## config.mk

```make
export PLATFORM = sky130hd
export DESIGN_NAME = luma_key_with_contrast_and_bbox
export DESIGN_NICKNAME = d
export VERILOG_FILES = /design/src/rtl/lkcb_pkg.sv /design/src/rtl/lkcb_pix_eng.sv /design/src/rtl/luma_key_with_contrast_and_bbox.sv
export SDC_FILE = /design/constraint.sdc
export NUM_CORES = 2
export LEC_CHECK = 0
export BUFFER_PORTS_ARGS = -buffer_cell sky130_fd_sc_hd__buf_2
export CAP_MARGIN = 0
export CORE_AREA = 5 5 217 219
export CTS_BUF_LIST = sky130_fd_sc_hd__clkbuf_4 sky130_fd_sc_hd__clkbuf_8
export CTS_CLUSTER_SIZE = 16
export DETAILED_ROUTE_END_ITERATION = 6
export DIE_AREA = 0 0 222 224
export GPL_TIMING_DRIVEN = 0
export HOLD_SLACK_MARGIN = 0.06
export PLACE_DENSITY = 0.79
export SLEW_MARGIN = 25
export SYNTH_ARGS = -nofsm -noshare
export SYNTH_HDL_FRONTEND = slang
export SYNTH_SLANG_ARGS = --single-unit
```

## constraint.sdc

```tcl
create_clock -name i_clk -period 8.78 [get_ports i_clk]
set_clock_uncertainty 0.15 [all_clocks]
set_input_delay 0.439 -clock i_clk [delete_from_list [all_inputs] [get_ports i_clk]]
set_output_delay 0.439 -clock i_clk [all_outputs]
set_load 0.01 [all_outputs]
```

## src/rtl/lkcb_pkg.sv

```systemverilog
`default_nettype none

package lkcb_pkg;

    // Coordinate width of the column/row counters and box registers
    localparam int COORD_BITS = 12;
    // Largest frame size in pixels or lines
    localparam int SIZE_LIM = (COORD_BITS >= 12) ? 4096 : (1 << COORD_BITS);

    // Widths of the fixed fields
    localparam int BOX_BITS  = 12;
    localparam int SIZE_BITS = 13;
    localparam int IDX_BITS  = 3;
    localparam int OUT_BITS  = 88;

    // Register indexes of the configuration channel
    localparam logic [IDX_BITS-1:0] REG_FRAME_WIDTH     = 3'd0;
    localparam logic [IDX_BITS-1:0] REG_FRAME_HEIGHT    = 3'd1;
    localparam logic [IDX_BITS-1:0] REG_KEY_ENABLE      = 3'd2;
    localparam logic [IDX_BITS-1:0] REG_KEY_THRESHOLD   = 3'd3;
    localparam logic [IDX_BITS-1:0] REG_CONTRAST_ENABLE = 3'd4;
    localparam logic [IDX_BITS-1:0] REG_CONTRAST_GAIN   = 3'd5;
    localparam logic [IDX_BITS-1:0] REG_CROP_MARGIN     = 3'd6;

    // Result kinds carried on tuser
    localparam logic KIND_PIXEL = 1'b0;
    localparam logic KIND_BOX   = 1'b1;

    // ceil(2^28 / 1000): exact floor division by 1000 for sums up to 255000
    localparam logic [18:0] LUMA_RECIP = 19'd268436;
    localparam int          LUMA_SHIFT = 28;

    typedef struct packed {
        logic [7:0] red;
        logic [7:0] green;
        logic [7:0] blue;
        logic [7:0] alpha;
    } t_pixel;

    typedef struct packed {
        logic        key_en;
        logic [7:0]  key_thr;
        logic        con_en;
        logic [11:0] con_gain;
    } t_eng_cfg;

    // Last valid column or row index for a configured size
    function automatic logic [COORD_BITS-1:0] size_last(input logic [SIZE_BITS-1:0] size);
        if (size == '0) begin
            return '0;
        end else if (size > SIZE_BITS'(SIZE_LIM)) begin
            return COORD_BITS'(SIZE_LIM - 1);
        end else begin
            return COORD_BITS'(size - SIZE_BITS'(1));
        end
    endfunction

endpackage

`default_nettype wire

```

## src/rtl/lkcb_pix_eng.sv

```systemverilog
`default_nettype none

module lkcb_pix_eng import lkcb_pkg::*; (
    input  wire logic     i_clk,
    input  wire logic     i_rst_n,
    input  wire logic     i_start,
    input  wire t_pixel   i_pixel,
    input  wire t_eng_cfg i_cfg,
    output logic          o_done,
    output t_pixel        o_pixel
);

    localparam logic [3:0] STEP_SUM   = 4'd3;
    localparam logic [3:0] STEP_LUM   = 4'd4;
    localparam logic [3:0] STEP_SETUP = 4'd5;
    localparam logic [3:0] STEP_LAST  = 4'd13;

    logic        r_busy;
    logic [3:0]  r_step;
    logic        r_done;
    logic [23:0] r_rgb;       // blue, green, red from the top down; rotates during stretch
    logic [7:0]  r_alpha_in;
    logic [17:0] r_sum;
    logic [7:0]  r_lum;
    logic        r_hit;
    logic [7:0]  r_rem;
    logic [7:0]  r_quo;       // numerator low byte shifts out, quotient bits shift in

    logic signed [8:0]  s_dv;
    logic signed [21:0] s_prod;
    logic [20:0]        s_round;
    logic [7:0]         n_chan;
    logic [17:0]        n_sum;
    logic [36:0]        n_lp;
    logic [7:0]         n_lum;
    logic [7:0]         n_x;
    logic [15:0]        n_num;
    logic [8:0]         n_trial;
    logic [9:0]         n_diff;
    logic               n_ge;

    // Stretch the channel in the low byte about 128, round half up, clamp
    always_comb begin
        s_dv    = $signed({1'b0, r_rgb[7:0]}) - 9'sd128;
        s_prod  = 22'(s_dv) * 22'($signed({1'b0, i_cfg.con_gain})) + 22'sd32768;
        s_round = s_prod[20:0] + 21'd128;
        if (!i_cfg.con_en) begin
            n_chan = r_rgb[7:0];
        end else if (s_prod[21]) begin
            n_chan = '0;
        end else if (|s_round[20:16]) begin
            n_chan = 8'hFF;
        end else begin
            n_chan = s_round[15:8];
        end
    end

    // Luma sum, then division by 1000 through the reciprocal
    always_comb begin
        n_sum = 18'(r_rgb[7:0]) * 18'd299 + 18'(r_rgb[15:8]) * 18'd587
              + 18'(r_rgb[23:16]) * 18'd114;
        n_lp  = 37'(r_sum) * 37'(LUMA_RECIP);
        n_lum = n_lp[LUMA_SHIFT+7:LUMA_SHIFT];
    end

    // Divider setup: numerator (threshold - luma) * 255, one quotient bit a step
    always_comb begin
        n_x     = i_cfg.key_thr - r_lum;
        n_num   = {n_x, 8'h00} - {8'h00, n_x};
        n_trial = {r_rem, r_quo[7]};
        n_diff  = {1'b0, n_trial} - {2'b00, i_cfg.key_thr};
        n_ge    = !n_diff[9];
    end

    // Step sequencer
    always_ff @(posedge i_clk) begin
        if (!i_rst_n) begin
            r_busy <= 1'b0;
            r_step <= '0;
            r_done <= 1'b0;
        end else begin
            r_done <= r_busy && !i_start && (r_step == STEP_LAST);
            if (i_start) begin
                r_busy <= 1'b1;
                r_step <= '0;
            end else if (r_busy) begin
                if (r_step == STEP_LAST) begin
                    r_busy <= 1'b0;
                end else begin
                    r_step <= r_step + 4'd1;
                end
            end
        end
    end

    // Datapath
    always_ff @(posedge i_clk) begin
        if (i_start) begin
            r_rgb      <= {i_pixel.blue, i_pixel.green, i_pixel.red};
            r_alpha_in <= i_pixel.alpha;
        end else if (r_busy) begin
            if (r_step < STEP_SUM) begin
                r_rgb <= {n_chan, r_rgb[23:8]};
            end else if (r_step == STEP_SUM) begin
                r_sum <= n_sum;
            end else if (r_step == STEP_LUM) begin
                r_lum <= n_lum;
            end else if (r_step == STEP_SETUP) begin
                r_hit <= (i_cfg.key_thr > r_lum);
                r_rem <= n_num[15:8];
                r_quo <= n_num[7:0];
            end else begin
                r_rem <= n_ge ? n_diff[7:0] : n_trial[7:0];
                r_quo <= {r_quo[6:0], n_ge};
            end
        end
    end

    assign o_done        = r_done;
    assign o_pixel.red   = r_rgb[7:0];
    assign o_pixel.green = r_rgb[15:8];
    assign o_pixel.blue  = r_rgb[23:16];
    assign o_pixel.alpha = !i_cfg.key_en ? r_alpha_in : (r_hit ? r_quo : 8'h00);

endmodule

`default_nettype wire

```

## src/rtl/luma_key_with_contrast_and_bbox.sv

```systemverilog
// Flow: an accepted pixel runs through the three-step shared stretch multiplier,
//   the luma steps and the eight-step bit-serial alpha divider; its result then enters
//   the output register once the output is free. A new pixel is accepted only after that,
//   and after the box report that follows the last pixel of a frame.
// Reset: synchronous, active low; configuration registers return to defaults, counters and box clear.
`default_nettype none

module luma_key_with_contrast_and_bbox import lkcb_pkg::*; (
    input  wire logic                  i_clk,
    input  wire logic                  i_rst_n,
    // Pixel input
    input  wire logic                  s_axis_tvalid,
    output logic                       s_axis_tready,
    input  wire logic [31:0]           s_axis_tdata,   // red, green, blue, alpha_in
    // Result output
    output logic                       m_axis_tvalid,
    input  wire logic                  m_axis_tready,
    output logic [OUT_BITS-1:0]        m_axis_tdata,   // red_out, green_out, blue_out,
                                                       // alpha_out, box_found, box_left,
                                                       // box_top, box_right, box_bottom, pad
    output logic                       m_axis_tuser,   // kind
    output logic                       m_axis_tlast,   // last
    // Configuration writes
    input  wire logic                  i_cfg_valid,
    output logic                       o_cfg_ready,
    input  wire logic [IDX_BITS-1:0]   i_cfg_index,
    input  wire logic [SIZE_BITS-1:0]  i_cfg_data
);

    localparam logic [1:0] ST_IDLE = 2'd0;
    localparam logic [1:0] ST_BUSY = 2'd1;
    localparam logic [1:0] ST_PIX  = 2'd2;
    localparam logic [1:0] ST_BOX  = 2'd3;
    localparam int CW = COORD_BITS + 1;

    logic [1:0]            r_state, n_state;

    logic [SIZE_BITS-1:0]  r_frame_width, r_frame_height;
    logic                  r_key_en, r_con_en;
    logic [7:0]            r_key_thr, r_margin;
    logic [11:0]           r_con_gain;

    logic [COORD_BITS-1:0] r_col, r_row, r_min_col, r_max_col, r_min_row, r_max_row;
    logic                  r_any;

    logic                  r_out_valid;
    logic [OUT_BITS-1:0]   r_out_data;
    logic                  r_out_user;
    logic                  r_out_last;

    logic                  s_accept;
    logic                  out_free;
    logic                  eng_done;
    t_pixel                in_pixel;
    t_pixel                eng_pixel;
    t_eng_cfg              eng_cfg;

    logic [COORD_BITS-1:0] w_last, h_last;
    logic                  opaque, line_end, frame_end;
    logic [CW-1:0]         b_margin, b_left, b_top, b_right, b_bottom;

    // Pixel engine
    assign in_pixel.red   = s_axis_tdata[7:0];
    assign in_pixel.green = s_axis_tdata[15:8];
    assign in_pixel.blue  = s_axis_tdata[23:16];
    assign in_pixel.alpha = s_axis_tdata[31:24];

    assign eng_cfg.key_en   = r_key_en;
    assign eng_cfg.key_thr  = r_key_thr;
    assign eng_cfg.con_en   = r_con_en;
    assign eng_cfg.con_gain = r_con_gain;

    lkcb_pix_eng u_eng (
        .i_clk   (i_clk),
        .i_rst_n (i_rst_n),
        .i_start (s_accept),
        .i_pixel (in_pixel),
        .i_cfg   (eng_cfg),
        .o_done  (eng_done),
        .o_pixel (eng_pixel)
    );

    assign s_axis_tready = (r_state == ST_IDLE);
    assign s_accept      = s_axis_tvalid && s_axis_tready;
    assign out_free      = !r_out_valid || m_axis_tready;
    assign o_cfg_ready   = 1'b1;

    // Configuration registers
    always_ff @(posedge i_clk) begin
        if (!i_rst_n) begin
            r_frame_width  <= 13'd460;
            r_frame_height <= 13'd160;
            r_key_en       <= 1'b1;
            r_key_thr      <= 8'd200;
            r_con_en       <= 1'b0;
            r_con_gain     <= 12'd768;
            r_margin       <= 8'd0;
        end else if (i_cfg_valid && o_cfg_ready) begin
            case (i_cfg_index)
                REG_FRAME_WIDTH:     r_frame_width  <= i_cfg_data;
                REG_FRAME_HEIGHT:    r_frame_height <= i_cfg_data;
                REG_KEY_ENABLE:      r_key_en       <= i_cfg_data[0];
                REG_KEY_THRESHOLD:   r_key_thr      <= i_cfg_data[7:0];
                REG_CONTRAST_ENABLE: r_con_en       <= i_cfg_data[0];
                REG_CONTRAST_GAIN:   r_con_gain     <= i_cfg_data[11:0];
                REG_CROP_MARGIN:     r_margin       <= i_cfg_data[7:0];
                default: ;
            endcase
        end
    end

    // Frame position and box edges
    always_comb begin
        w_last    = size_last(r_frame_width);
        h_last    = size_last(r_frame_height);
        opaque    = (eng_pixel.alpha != 8'h00);
        line_end  = (r_col >= w_last);
        frame_end = line_end && (r_row >= h_last);

        b_margin = CW'(r_margin);
        b_left   = (CW'(r_min_col) > b_margin) ? CW'(r_min_col) - b_margin : '0;
        b_top    = (CW'(r_min_row) > b_margin) ? CW'(r_min_row) - b_margin : '0;
        b_right  = CW'(r_max_col) + b_margin;
        b_bottom = CW'(r_max_row) + b_margin;
        if (!r_any) begin
            b_left   = '0;
            b_top    = '0;
            b_right  = CW'(w_last);
            b_bottom = CW'(h_last);
        end
        if (b_left > CW'(w_last)) begin
            b_left = CW'(w_last);
        end
        if (b_top > CW'(h_last)) begin
            b_top = CW'(h_last);
        end
        if (b_right > CW'(w_last)) begin
            b_right = CW'(w_last);
        end
        if (b_bottom > CW'(h_last)) begin
            b_bottom = CW'(h_last);
        end
    end

    // Item sequencing
    always_comb begin
        n_state = r_state;
        case (r_state)
            ST_IDLE: if (s_accept) n_state = ST_BUSY;
            ST_BUSY: if (eng_done) n_state = ST_PIX;
            ST_PIX: begin
                if (out_free) begin
                    n_state = frame_end ? ST_BOX : ST_IDLE;
                end
            end
            ST_BOX:  if (out_free) n_state = ST_IDLE;
            default: n_state = ST_IDLE;
        endcase
    end

    always_ff @(posedge i_clk) begin
        if (!i_rst_n) begin
            r_state <= ST_IDLE;
        end else begin
            r_state <= n_state;
        end
    end

    // Counters and box tracking
    always_ff @(posedge i_clk) begin
        if (!i_rst_n) begin
            r_col     <= '0;
            r_row     <= '0;
            r_min_col <= '1;
            r_max_col <= '0;
            r_min_row <= '1;
            r_max_row <= '0;
            r_any     <= 1'b0;
        end else if (r_state == ST_PIX && out_free) begin
            if (opaque) begin
                if (r_col < r_min_col) r_min_col <= r_col;
                if (r_col > r_max_col) r_max_col <= r_col;
                if (r_row < r_min_row) r_min_row <= r_row;
                if (r_row > r_max_row) r_max_row <= r_row;
                r_any <= 1'b1;
            end
            if (!frame_end) begin
                if (line_end) begin
                    r_col <= '0;
                    r_row <= r_row + COORD_BITS'(1);
                end else begin
                    r_col <= r_col + COORD_BITS'(1);
                end
            end
        end else if (r_state == ST_BOX && out_free) begin
            r_col     <= '0;
            r_row     <= '0;
            r_min_col <= '1;
            r_max_col <= '0;
            r_min_row <= '1;
            r_max_row <= '0;
            r_any     <= 1'b0;
        end
    end

    // Output register
    always_ff @(posedge i_clk) begin
        if (!i_rst_n) begin
            r_out_valid <= 1'b0;
        end else if ((r_state == ST_PIX || r_state == ST_BOX) && out_free) begin
            r_out_valid <= 1'b1;
        end else if (m_axis_tready) begin
            r_out_valid <= 1'b0;
        end
    end

    always_ff @(posedge i_clk) begin
        if (r_state == ST_PIX && out_free) begin
            r_out_data <= {7'd0, {(4 * BOX_BITS){1'b0}}, 1'b0, eng_pixel.alpha,
                           eng_pixel.blue, eng_pixel.green, eng_pixel.red};
            r_out_user <= KIND_PIXEL;
            r_out_last <= !frame_end;
        end else if (r_state == ST_BOX && out_free) begin
            r_out_data <= {7'd0, BOX_BITS'(b_bottom), BOX_BITS'(b_right), BOX_BITS'(b_top),
                           BOX_BITS'(b_left), r_any, 32'd0};
            r_out_user <= KIND_BOX;
            r_out_last <= 1'b1;
        end
    end

    assign m_axis_tvalid = r_out_valid;
    assign m_axis_tdata  = r_out_data;
    assign m_axis_tuser  = r_out_user;
    assign m_axis_tlast  = r_out_last;

    // Checks
    a_accept_busy: assert property (@(posedge i_clk) disable iff (!i_rst_n)
        s_accept |=> (r_state == ST_BUSY))
        else $error("accepted item did not start the engine");

    a_done_busy: assert property (@(posedge i_clk) disable iff (!i_rst_n)
        eng_done |-> (r_state == ST_BUSY))
        else $error("engine finished outside an item");

    a_box_last: assert property (@(posedge i_clk) disable iff (!i_rst_n)
        (m_axis_tvalid && m_axis_tuser == KIND_BOX) |-> m_axis_tlast)
        else $error("box report without last");

    a_pix_before_box: assert property (@(posedge i_clk) disable iff (!i_rst_n)
        (r_state == ST_BOX && r_out_valid) |-> !m_axis_tlast)
        else $error("frame-end pixel marked last ahead of its box report");

endmodule

`default_nettype wire
```

==> flow_summary_export.csv <==
group,metric,value,unit
logic_synthesis,synth.area.mux_share,1.34,%
worst_setup_path,crit_arrival,7.82,ns
logic_synthesis,yosysSeqAreaShare,24.3,%
drt,totalWireLength,83500,um
drt,vias,24700,
logic_synthesis,synth_warnings,0,
placed_design,dp_slack,1.34,ns
timing,slew_viol_final,0,
worst_setup_path,start_kind,"flop",
grt,grt_pass1_wl,133000,um
drt,drt_first_pass_iters,7,
die,fp.dieH,224,um
drt,drc_errors,3,
timing,rsz0062_at_grt,"no",
finish,synthToLayoutAreaGrowth,11.2,%
timing,worst_pin_slew,1.14,ns
clock_tree,cts_tree,"done",
clock_tree,clk_latency,0.68,ns
logic_synthesis,postSynthCellCount,3211,
logic_synthesis,synth_xor_area_share,3.54,%
placed_design,dp_hpwl,65600,um
logic_synthesis,ys_ff_latch,296,
drt,ant_nets,0,
clock_tree,numCtsBuffers,53,
outcome,outcome,"complete, but fails checks",
die,die_area,49700,sq um
logic_synthesis,ys_types,89,
logic_synthesis,dominantRegCellSynth,"dfxtp_1",
clock_tree,clk_path_buf_depth,3,
die,start_util,64.3,%
die,die_w,222,um
die,rows,78,
clock_tree,path_clk_slew,0.06,ns
pwr,p_leak,15.9,nW
logic_synthesis,synthArstFlopShare,0,%
timing,setup_tns,0,ns
pwr,peakVddDrop,948,uV
clock_tree,cts_root_buffer,"clkbuf_8",
drt,drt_iter0_drc,2304,
clock_tree,cts_htree_levels,2,
grt,grt_usage,33.2,%
logic_synthesis,synth-edff-count,108,
grt,grt_overflow,0,
timing,relSlewSlack,24.0,%
logic_synthesis,synth.avg_cell_area,8.99,sq um
logic_synthesis,yosys.area_share.simple,15.2,%
worst_setup_path,critPathMaxFanout,10,
logic_synthesis,synth-adder-area-share,34.3,%
flow_run,maxCapViolCount,0,
timing,final_period_minus_worst_setup_slack,7.59,ns
placed_design,place_congestion,0.953,
timing,hold_viol,0,
clock_tree,cts.sinks,296,
clock_tree,hold_buffers,51,
outcome,violations,"DRC",
clock_tree,cts_resized,0,
worst_setup_path,worstPathRequired,9.01,ns
worst_setup_path,crit_type,"reg2reg",
placed_design,portBuffers,136,
grt,first_global_vias,25400,
die,coreArea,44900,sq um
logic_synthesis,synth_top_family_by_area,"adder cells",
finish,final_util,71.5,%
timing,layout_setup_ws,1.19,ns
logic_synthesis,netlist_area,28900,sq um
drt,wl_per_cell,20.3,um
timing,setup_viol_count_final,0,
grt,antenna_found_initial,2,
min_path,hold_path.class,"in2reg",
finish,drive_above_1_share,8.69,%
die,pin_count,146,
finish,nNetsFinal,4192,
logic_synthesis,synth_compound_area_share,13.6,%
grt,grt_max_degree,31,
worst_setup_path,critPathCaptureType,"flop",
timing,timing.final.crit_share,86.4,%
drt,avgViaCountPerCell,6.02,
clock_tree,post_cts_buffers,0,
pwr,p_per_area,303,nW/um^2
timing,fmaxAchievable,132,MHz
==> where the power goes <==
part           internal [mW]  leakage [nW]  switching [mW]  total (mW)
Clock                  0.806         0.615           0.633        1.44
Sequential              1.76          2.55          0.0633        1.82
Combinational           2.53          12.7            3.92        6.45
==> layout make-up <==
class | count | area [sq um]
antenna | 2 | 5.00
fill | 3445 | 12800
clock inverter | 14 | 135
timing repair buffer | 195 | 1250
buffer | 121 | 529
sequential | 296 | 7010
inverter | 457 | 1720
multi-input combinational | 2343 | 19700
tap | 600 | 751
clock buffer | 83 | 1030
==> metrics by stage <==
stage / power, mW / hold slack [ns] / area [sq um] / cells
after detailed placement: 7.86 / 0.290 / 30400 / 3961
after global placement: 7.54 / 0.278 / 30300 / 3953
after global routing: 10.3 / 0.199 / 32100 / 4111
after CTS: 9.41 / 0.129 / 32100 / 4109
final: 9.71 / 0.157 / 32100 / 4111
after floorplan: 6.23 / 0.295 / 28900 / 3217
==> layout by cell type (no fill, tap or decap), types with 33 or more instances in the layout <==
cell type and n:
nand4_1 45, dfxtp_1 188, xor2_1 37, o21ai_0 123
and3_1 35, edfxtp_1 108, clkbuf_1 93, nand2_1 327
mux2i_1 33, dlygate4sd3_1 51, nor2b_1 46, a21o_1 55
nor2_1 165, a21oi_1 205, fa_1 194, clkbuf_8 65
nand3_1 49, ha_1 478, inv_1 456, nor3_1 52
xnor2_1 75, buf_2 146, and2_1 52, a22o_1 35
==> final timing paths <==
path | endpoint | startpoint | cells past startpoint | slack, ns
hold / removal | u_eng.r_rgb[21] | s_axis_tdata[21] | 3 | 0.16
hold reg to reg | m_axis_tdata[71] | m_axis_tdata[71] | 2 | 0.31
setup / recovery | u_eng.r_rgb[18] | u_eng.r_rgb[5] | 22 | 1.19
setup reg to reg | u_eng.r_rgb[18] | u_eng.r_rgb[5] | 22 | 1.19
==> metal layers <==
metal	GRT usage [%]	up-vias	part of all wire, %
met5	0	-	0
met4	11.4	0	3.4
met3	6.45	204	9.3
met2	53.4	1064	45
met1	45.4	12000	42
li1	-	11400	-
==> Yosys cell counts (37+ instances only) <==
library cell | instances | area, sq um
o21ai_0 | 125 | 626
xnor2_1 | 75 | 657
nor3_1 | 53 | 265
edfxtp_1 | 108 | 3240
a21oi_1 | 207 | 1040
xor2_1 | 37 | 324
clkbuf_1 | 95 | 357
nand2_1 | 327 | 1230
fa_1 | 194 | 3880
inv_1 | 456 | 1710
nand3_1 | 49 | 245
dfxtp_1 | 188 | 3760
ha_1 | 478 | 5980
nor2_1 | 166 | 623
nor2b_1 | 46 | 288
a21o_1 | 55 | 413
and2_1 | 52 | 325
nand4_1 | 45 | 282
==> sequential cells by signal, summed over array words and instances (netlist names), 2 cells and up <==
signal,count
r_con_gain,12
r_col,12
u_eng.r_quo,8
r_max_col,12
u_eng.r_lum,8
r_state,2
u_eng.r_rem,8
r_min_row,12
r_margin,8
r_key_thr,8
m_axis_tdata,81
r_frame_height,13
r_row,12
r_min_col,12
u_eng.r_alpha_in,8
r_max_row,12
u_eng.r_sum,18
u_eng.r_step,4
u_eng.r_rgb,24
r_frame_width,13
==> critical path: stages, from the launching register on <==
cell       delay (ns)
edfxtp_1         0.75
clkbuf_1         0.49
nand2_1          0.18
fa_1             0.53
fa_1             0.50
inv_1            0.06
fa_1             0.52
fa_1             0.55
inv_1            0.05
fa_1             0.52
inv_1            0.04
ha_1             0.33
and2_1           0.19
nand4b_2         0.14
nand4b_2         0.22
a31oi_4          0.29
o21ai_2          0.17
or3b_1           0.38
a211o_1          0.32
o2111ai_1        0.13
o2111ai_2        0.29
a211oi_1         0.34
o21ai_1          0.15
==> kinds of logic (layout without fill, tap and decap cells) <==
group / Yosys count / count (layout)
AOI/OAI and AO/OA: 613 / 613
muxes: 38 / 38
adders and majority gates: 674 / 674
DFF: 296 / 296
other: 2 / 10
xor gates and xnor gates: 114 / 114
buffers and inverters: 578 / 870
and+or+nand+nor: 896 / 896
(Power assumes the default switching activity.)
